<file path="config.mk">
export PLATFORM = sky130hd
export DESIGN_NAME = json_comment_whitespace_stripper_unit
export DESIGN_NICKNAME = d
export VERILOG_FILES = /design/src/sv/jcws_pkg.sv /design/src/sv/json_comment_whitespace_stripper_unit.sv
export SDC_FILE = /design/constraint.sdc
export NUM_CORES = 1
export LEC_CHECK = 0
export BUFFER_PORTS_ARGS = -buffer_cell sky130_fd_sc_hd__buf_2
export CAP_MARGIN = 5
export CORE_MARGIN = 10
export CORE_UTILIZATION = 39
export CTS_CLUSTER_SIZE = 20
export DETAILED_ROUTE_END_ITERATION = 7
export PLACE_DENSITY = 0.63
export SYNTH_ARGS = -nofsm -noshare
export SYNTH_HDL_FRONTEND = slang
export SYNTH_SLANG_ARGS = --single-unit
</file>
<file path="constraint.sdc">
create_clock -name aclk -period 2.3 [get_ports aclk]
set_input_delay 0.115 -clock aclk [delete_from_list [all_inputs] [get_ports aclk]]
set_output_delay 0.115 -clock aclk [all_outputs]
set_load 0.02 [all_outputs]
</file>
<file path="src/sv/jcws_pkg.sv">
package jcws_pkg;

    // Characters that steer the scanner.
    localparam logic [7:0] CH_SLASH  = 8'h2F;
    localparam logic [7:0] CH_STAR   = 8'h2A;
    localparam logic [7:0] CH_QUOTE  = 8'h22;
    localparam logic [7:0] CH_BSLASH = 8'h5C;
    localparam logic [7:0] CH_NL     = 8'h0A;
    localparam logic [7:0] CH_SPACE  = 8'h20;
    localparam logic [7:0] CH_TAB    = 8'h09;
    localparam logic [7:0] CH_CR     = 8'h0D;

    // One result item as it waits in the output stage.
    typedef struct packed {
        logic [7:0] clean_byte;
        logic       has_byte;
        logic       run_last;
        logic       doc_done;
        logic       unterminated;
    } res_t;

    // Whitespace outside strings: space and 0x09 to 0x0D.
    function automatic logic is_ws(input logic [7:0] b);
        return (b == CH_SPACE) || ((b >= CH_TAB) && (b <= CH_CR));
    endfunction

endpackage

</file>
<file path="src/sv/json_comment_whitespace_stripper_unit.sv">
// JSON-with-comments stripper and minifier.
//
// The input stream (s_axis_*) carries one document byte per transaction in
// s_axis_tdata, with s_axis_tlast high on the final byte of a document. The
// result stream (m_axis_*) carries the minified text one byte per
// transaction: whitespace and comments outside strings are removed, strings
// pass through untouched. Each input byte gives zero, one or two results;
// m_axis_tuser[1] marks the last result of an input byte, m_axis_tlast marks
// the last result of the document, and m_axis_tuser[2] then reports that the
// document ended inside a string or a block comment. A document end that
// would give no byte gives a bare end marker with m_axis_tuser[0] low.
//
// A byte's first result is on m_axis in the cycle after it is accepted.
// A byte is accepted in every cycle, except that one which releases a held
// slash, if not whitespace, gives two results and blocks input while the
// second result waits in the spill register. When the receiver stalls, the
// results hold on m_axis, and s_axis_tready is low for as long as the output
// slot holds a stalled transaction or the spill register is occupied.
// Reset clears the scan mode to normal text and empties the output.
module json_comment_whitespace_stripper_unit
    import jcws_pkg::*;
(
    input  logic       aclk,
    input  logic       aresetn,

    input  logic       s_axis_tvalid,
    output logic       s_axis_tready,
    input  logic [7:0] s_axis_tdata,   // [7:0] text_byte
    input  logic       s_axis_tlast,   // doc_end

    output logic       m_axis_tvalid,
    input  logic       m_axis_tready,
    output logic [7:0] m_axis_tdata,   // [7:0] clean_byte
    output logic [2:0] m_axis_tuser,   // [0] has_byte, [1] run_last, [2] unterminated
    output logic       m_axis_tlast    // doc_done
);

    typedef enum logic [2:0] {
        M_NORMAL     = 3'd0,
        M_SLASH      = 3'd1,
        M_BLOCK      = 3'd2,
        M_BLOCK_STAR = 3'd3,
        M_LINE       = 3'd4,
        M_STRING     = 3'd5,
        M_STRING_ESC = 3'd6
    } mode_t;

    mode_t      mode_reg, mode_next;
    mode_t      mode_scan;
    res_t       out_res_reg, out_res_next;
    res_t       sec_res_reg, sec_res_next;
    logic       out_valid_reg, out_valid_next;
    logic       sec_valid_reg, sec_valid_next;

    logic [7:0] b;
    logic [7:0] byte0, byte1;
    logic [1:0] cnt;
    logic       open_doc;
    logic       accept;
    logic       out_free;
    res_t       r0, r1;

    assign b        = s_axis_tdata;
    assign out_free = !out_valid_reg || m_axis_tready;
    assign accept   = s_axis_tvalid && s_axis_tready;

    // The spill register must be empty, and the output slot free, to take
    // a byte: that leaves room for the two results it may cause.
    assign s_axis_tready = !sec_valid_reg && out_free;

    // Scan one byte: the bytes it emits, in order, and the next mode.
    always_comb begin
        byte0     = '0;
        byte1     = '0;
        cnt       = 2'd0;
        mode_scan = mode_reg;
        case (mode_reg)
            M_SLASH: begin
                if (b == CH_STAR) begin
                    mode_scan = M_BLOCK;
                end else if (b == CH_SLASH) begin
                    mode_scan = M_LINE;
                end else begin
                    // The held slash was not a comment opener: release it.
                    byte0     = CH_SLASH;
                    cnt       = 2'd1;
                    mode_scan = M_NORMAL;
                    if (b == CH_QUOTE) begin
                        byte1     = b;
                        cnt       = 2'd2;
                        mode_scan = M_STRING;
                    end else if (!is_ws(b)) begin
                        byte1 = b;
                        cnt   = 2'd2;
                    end
                end
            end
            M_BLOCK: begin
                if (b == CH_STAR) begin
                    mode_scan = M_BLOCK_STAR;
                end
            end
            M_BLOCK_STAR: begin
                if (b == CH_SLASH) begin
                    mode_scan = M_NORMAL;
                end else if (b != CH_STAR) begin
                    mode_scan = M_BLOCK;
                end
            end
            M_LINE: begin
                if (b == CH_NL) begin
                    mode_scan = M_NORMAL;
                end
            end
            M_STRING: begin
                byte0 = b;
                cnt   = 2'd1;
                if (b == CH_BSLASH) begin
                    mode_scan = M_STRING_ESC;
                end else if (b == CH_QUOTE) begin
                    mode_scan = M_NORMAL;
                end
            end
            M_STRING_ESC: begin
                byte0     = b;
                cnt       = 2'd1;
                mode_scan = M_STRING;
            end
            default: begin
                // Normal text, and the unused mode code.
                mode_scan = M_NORMAL;
                if (b == CH_SLASH) begin
                    mode_scan = M_SLASH;
                end else if (!is_ws(b)) begin
                    byte0 = b;
                    cnt   = 2'd1;
                    if (b == CH_QUOTE) begin
                        mode_scan = M_STRING;
                    end
                end
            end
        endcase
    end

    // Build the result items, closing the document where it ends here.
    always_comb begin
        open_doc  = (mode_scan == M_STRING) || (mode_scan == M_STRING_ESC) ||
                    (mode_scan == M_BLOCK)  || (mode_scan == M_BLOCK_STAR);
        r0        = '{clean_byte: byte0, has_byte: (cnt != 2'd0),
                      run_last: 1'b0, doc_done: 1'b0, unterminated: 1'b0};
        r1        = '{clean_byte: byte1, has_byte: 1'b1,
                      run_last: 1'b0, doc_done: 1'b0, unterminated: 1'b0};
        mode_next = mode_scan;
        if (s_axis_tlast) begin
            // A slash held at the end goes out as ordinary text. A scan in
            // slash mode never emitted a byte itself, so it fits in r0.
            if (mode_scan == M_SLASH) begin
                r0.clean_byte = CH_SLASH;
                r0.has_byte   = 1'b1;
            end
            if (cnt == 2'd2) begin
                r1.doc_done     = 1'b1;
                r1.unterminated = open_doc;
            end else begin
                // One byte, or a bare end marker with has_byte low.
                r0.doc_done     = 1'b1;
                r0.unterminated = open_doc;
            end
            mode_next = M_NORMAL;
        end
        if (cnt == 2'd2) begin
            r1.run_last = 1'b1;
        end else begin
            r0.run_last = 1'b1;
        end
    end

    // Output stage and spill register.
    always_comb begin
        out_res_next   = out_res_reg;
        sec_res_next   = sec_res_reg;
        out_valid_next = out_valid_reg && !m_axis_tready;
        sec_valid_next = sec_valid_reg;
        if (sec_valid_reg) begin
            if (out_free) begin
                out_res_next   = sec_res_reg;
                out_valid_next = 1'b1;
                sec_valid_next = 1'b0;
            end
        end else if (accept) begin
            // A result goes out unless the byte was swallowed mid-document.
            if ((cnt != 2'd0) || s_axis_tlast || (mode_scan == M_SLASH && s_axis_tlast)) begin
                out_res_next   = r0;
                out_valid_next = 1'b1;
            end
            if (cnt == 2'd2) begin
                sec_res_next   = r1;
                sec_valid_next = 1'b1;
            end
        end
    end

    always_ff @(posedge aclk) begin
        if (!aresetn) begin
            mode_reg      <= M_NORMAL;
            out_valid_reg <= 1'b0;
            sec_valid_reg <= 1'b0;
        end else begin
            if (accept) begin
                mode_reg <= mode_next;
            end
            out_valid_reg <= out_valid_next;
            sec_valid_reg <= sec_valid_next;
        end
        out_res_reg <= out_res_next;
        sec_res_reg <= sec_res_next;
    end

    assign m_axis_tvalid = out_valid_reg;
    assign m_axis_tdata  = out_res_reg.clean_byte;
    assign m_axis_tuser  = {out_res_reg.unterminated, out_res_reg.run_last,
                            out_res_reg.has_byte};
    assign m_axis_tlast  = out_res_reg.doc_done;

endmodule

</file>
==> run summary, run 1 <==
Outcome: finished clean
Initial antenna violation count: 0
Starting Density: 0.397
Main synth FF type: edfxtp_1
Final worst slack: 0.152 ns
Final WL: 3.58 mm
Asr flop ratio synth: 0
Leakage power: 0.673 nW
Post-synthesis cell count: 155
Yosys top cell area share: 0.419
First-pass GRT wire length: 6.00 mm
DR vias/cell: 5.23
Worst setup SP type: flop
Slew Limit Fails: 0
Post-synth EDFFs: 22
Seq cells post-synth: 27
Worst-Margin Slew: 0.677 ns
Clock sink count: 27
IO Pins: 27
Top post-synthesis cells by count: edfxtp_1, nand2_1, and2_1, o21ai_0
Cell with the largest stage delay on the worst path: dfxtp_2
Htree depth: 1
Setup crit start: mode_reg[0]
Clk_lat worst skew: 0.27 ns
Cts bufs inserted: 3
Antenna diode count: 0
Post-route ant nets: 0
Reg clk slew, reported paths: 0.09 ns
Die Y: 83.6 um
CP top delay family: compound AO/OA/AOI/OAI gates
Max incr delay on CP: 0.42 ns
Total GRT Usage: 0.101
Yosys Warn Count: 0
Crit end category: flop
TritonCTS clock tree: yes
Fin nets: 203
Post-CTS setup buffer count: 0
Clock buffer depth: 2
Netlist cell types: 44
Final HPWL DP: 2.80 mm
Placer Congestion: 0.885
Final Cell Area: 1880 sq um
Total congestion overflow: 0
Via count: 1,249
CP Cell Sequence: or3b_4 > a31oi_4 > nand3_1 > a32o_2 > o31ai_4 > o31a_1
Placed Cells: 235
Largest net degree at the start of global routing: 22
# DRC: 0
Crit path time final: 2.15 ns
Pre-CTS setup slack: 0.0728 ns
Top-count cell post-synth: edfxtp_1
Area after DPL: 1830 sq um
Worst hold path type: primary input to flop
Drt initial violations: 126
Post-Syn Area: 1580 sq um
R2R Path End: m_axis_tdata[0]
Yosys top cell by area: edfxtp_1
Area delta synth->final: 18.9%
Vias in the first global route: 1,248
Critical path endpoint: m_axis_tdata[0]
RSZ-0062 raised after global routing: false
Port Buf Inserts: 26
Synth area leaders: edfxtp_1, and2_1, dfxtp_1
Final Hold Violating Endpoints: 0
Hold slack: 0.114 ns
Worst setup path category: flop to flop
CP bufs+invs: 0
Mean Syn Cell Area: 10.2 sq um
Fin cells: 239
Post-synthesis sequential area ratio: 0.482
Pwr Density: 496 nW/um^2
Fmax: 465 MHz
Max reg flops: 10
CP Max Fanout: 10
Clock root buffer: clkbuf_8
Pwr Total: 0.930 mW
Utilization of the core after routing: 0.472
Final setup vio count: 0
Critical Path AT: 2.29 ns
CP required: 2.44 ns
Die width: 83.6 um
Core area: 3970 sq um
Drt wl/cell: 15.0 um
# Max-Cap Violations: 0
R2R setup slack: 0.15 ns
FF-to-FF path depth: 6
Clock Skews: 0.00485 ns
Layout cells sized above 1: 0.291
Fin Setup TNS: 0 ns
Reg-to-reg startpoint: mode_reg[0]
Slew margin rel.: 0.549
Post-Syn Nets: 168
Final worst-path cycle share: 0.934
DR pass1 iterations: 4
Stages on worst setup path: 6
Row count: 23
VDD IR max: 0.237 mV
Die area: 6990 sq um
==> power by group <==
group / internal [mW] / total [mW] / switching (mW)
clock: 0.124 / 0.264 / 0.141
combinational: 0.0453 / 0.122 / 0.0766
sequential: 0.541 / 0.544 / 0.00275
total: 0.710 / 0.930 / 0.220
==> layout make-up <==
class	instances	area [sq um]
inverters	4	15.0
well taps	50	62.6
flip-flops and latches	27	762
clock buffers	4	45.0
multi-input cells	115	763
fillers	400	2100
repair buffers	39	228
==> layer usage <==
metal  global-route usage  vias to the layer above  share of wire
met2                0.174                       23           0.50
li1                     -                      649              -
met4               0.0365                        0         0.0050
met3               0.0205                        2          0.039
met1                0.119                      575           0.46
met5                    0                        -              0
==> worst register-to-register path: stages, from the launching register on <==
cell and delay [ns]:
dfxtp_2 0.42, or3b_4 0.42, a31oi_4 0.20, nand3_1 0.12, a32o_2 0.31, o31ai_4 0.36, o31a_1 0.18
==> cells in the final DEF, fill, tap and decap left out, types with 3 or more instances in the layout <==
master / instances
a21oi_1: 5
and2_1: 16
buf_2: 26
buf_4: 13
clkbuf_8: 3
dfxtp_1: 4
edfxtp_1: 22
inv_1: 4
nand2_1: 17
nand2b_1: 5
nand3_1: 7
nor2_1: 7
nor2b_1: 4
o21ai_0: 8
o31a_1: 5
or3_1: 4
==> how the worst min path moves through the flow <==
stage | cells past startpoint | slack [ns] | endpoint | start
finish | 2 | 0.11 | sec_valid_reg | aresetn
global route | 2 | 0.12 | sec_valid_reg | aresetn
CTS | 2 | 0.11 | sec_valid_reg | aresetn
detailed placement | 2 | 0.39 | sec_valid_reg | aresetn
global placement | 2 | 0.39 | sec_valid_reg | aresetn
floorplan | 0 | 0.21 | sec_res_reg[1] | s_axis_tlast
==> cell families after synthesis <==
group	synth area share
xor+xnor	0.00555
simple gates	0.273
compound gates	0.203
flops	0.482
buf+inv	0.0365
==> timing repair <==
item	CTS	global route
hold buffers	0	0
endpoints found under the setup margin	0	18
resized for setup	0	1
Note: power is estimated with default switching activity, not from simulation.
==> inputs of run 2 (changes only) <==
- PLACE_DENSITY: 0.63 -> 0.61
- clock period: 2.3 -> 2.4 ns (I/O delays scaled with it)
==> run summary, run 2 (synthesized netlist as in run 1, its figures left out) <==
Outcome: finished clean
Port Buf Inserts: 26 (unchanged)
Area delta synth->final: 15.8%
Hold slack: 0.114 ns (-0.0000510 ns)
Drt initial violations: 75 (-40%)
Pwr Total: 0.885 mW (-4.9%)
CP required: 2.54 ns (+0.10 ns)
R2R Path End: m_axis_tdata[1]
FF-to-FF path depth: 6 (unchanged)
Placer Congestion: 0.886 (+0.16%)
Htree depth: 1 (unchanged)
Worst-Margin Slew: 0.649 ns (-0.0274 ns)
Die width: 83.6 um (unchanged)
Endpoint of the worst hold path: sec_valid_reg
Fin nets: 197 (-3.0%)
Final Hold Violating Endpoints: 0 (unchanged)
Vias in the first global route: 1,223 (-2.0%)
Leakage power: 0.642 nW (-4.6%)
Clock root buffer: clkbuf_8
Drt wl/cell: 15.2 um (+1.9%)
Worst setup SP type: flop
Clk_lat worst skew: 0.27 ns (about the same)
Worst hold path type: primary input to flop
Slew margin rel.: 0.567 (+0.0177)
VDD IR max: 0.230 mV (-3.0%)
Pwr Density: 484 nW/um^2 (-2.3%)
Clock buffer depth: 2 (unchanged)
# Max-Cap Violations: 0 (unchanged)
CP Max Fanout: 10 (unchanged)
Area after DPL: 1780 sq um (-2.7%)
Total congestion overflow: 0 (unchanged)
Max reg flops: 10 (unchanged)
Antenna diode count: 0 (unchanged)
RSZ-0062 raised after global routing: false
Placed Cells: 229 (-2.6%)
Final WL: 3.55 mm (-0.67%)
# DRC: 0 (unchanged)
Hold-fix buffers at CTS: 0 (unchanged)
Die area: 6990 sq um (unchanged)
Crit path time final: 2.22 ns (+0.0691 ns)
Fmax: 451 MHz (-3.1%)
Core area: 3970 sq um (unchanged)
Clock Skews: 0.00429 ns (-0.000564 ns)
Most frequent cells in the layout: buf_2, edfxtp_1, nand2_1
Final Cell Area: 1830 sq um (-2.6%)
Worst setup path category: flop to flop
Largest net degree at the start of global routing: 23 (+4.5%)
Via count: 1,253 (+0.32%)
TritonCTS clock tree: yes
Pre-CTS setup slack: 0.132 ns (+0.0596 ns)
Clock sink count: 27 (unchanged)
Reg-to-reg startpoint: mode_reg[0]
Post-route ant nets: 0 (unchanged)
Slew Limit Fails: 0 (unchanged)
Cell with the largest stage delay on the worst path: or3b_4
# fillers: 385 (-3.8%)
CP top delay family: compound AO/OA/AOI/OAI gates
Utilization of the core after routing: 0.460 (-0.0123)
Hold depth: 2 (unchanged)
Commonest non-fill, non-tap cell in the layout: buf_2
Row count: 23 (unchanged)
Starting Density: 0.397 (unchanged)
Total GRT Usage: 0.102 (+0.00138)
Critical Path AT: 2.36 ns (+0.07 ns)
CP bufs+invs: 0 (unchanged)
Multi-input logic area: 759 sq um (-0.49%)
DR vias/cell: 5.38 (+2.9%)
Post-cts sizing count: 0 (unchanged)
Crit end category: flop
DR pass1 iterations: 4 (unchanged)
Final worst-path cycle share: 0.924 (-0.0101)
Final HPWL DP: 2.72 mm (-3.0%)
CP Cell Sequence: or3b_4 > a31oi_4 > nand3_1 > a32o_2 > o31ai_4 > o31a_1
Die Y: 83.6 um (unchanged)
Post-CTS setup buffer count: 0 (unchanged)
Reg clk slew, reported paths: 0.09 ns (about the same)
Hold Crit Start: aresetn
Layout cells sized above 1: 0.262 (-0.0287)
Max incr delay on CP: 0.42 ns (about the same)
IO Pins: 27 (unchanged)
Final worst slack: 0.183 ns (+0.0309 ns)
FF/Latch Area: 762 sq um (unchanged)
First-pass GRT wire length: 6.03 mm (+0.57%)
Final setup vio count: 0 (unchanged)
Fin Setup TNS: 0 ns (unchanged)
Initial antenna violation count: 0 (unchanged)
Cts bufs inserted: 3 (unchanged)
Fin cells: 233 (-2.5%)
R2R setup slack: 0.18 ns (+0.03 ns)
-- run 2: cell count changes in the layout (fill, tap and decap cells not counted), sizes merged --
cell	previous run	this run
buf	39	33
-- run 2: layout make-up --
class	instances	share of cell area
Sequential cell	27	0.417
Inverter	4	0.00822
Multi-Input combinational cell	115	0.416
Tap cell	50	0.0342
Clock buffer	4	0.0247
Timing Repair Buffer	33	0.100
-- run 2: worst max path at each step --
| stage | start | endpoint | cells past startpoint |
|---|---|---|---|
| floorplan | s_axis_tdata[0] | m_axis_tdata[0] | 7 |
| global placement | mode_reg[0] | m_axis_tdata[3] | 6 |
| detailed placement | mode_reg[0] | m_axis_tdata[5] | 6 |
| CTS | mode_reg[0] | m_axis_tdata[1] | 6 |
| global route | mode_reg[1] | m_axis_tdata[0] | 6 |
| finish | mode_reg[0] | m_axis_tdata[1] | 6 |
-- run 2: where the power goes --
group / internal [mW] / total [mW] / leakage [nW] / switching, mW
combinational: 0.0396 / 0.111 / 0.376 / 0.0716
clock: 0.119 / 0.252 / 0.0228 / 0.133
sequential: 0.518 / 0.521 / 0.244 / 0.00292
total: 0.677 / 0.885 / 0.642 / 0.208
-- run 2: worst reg2reg max path, delay by kind of cell, from the launching register on --
kind,cells,cell delay [ns]
AO/OA/AOI/OAI,4,1.11
AND/OR/NAND/NOR,2,0.57
flip-flops,1,0.41
-- run 2: metal layers --
layer	wire, um	global-route usage	share of wire
met1	1690	0.136	0.48
met2	1650	0.151	0.46
met3	140	0.0195	0.039
met4	72	0.0518	0.020
met5	0	0	0
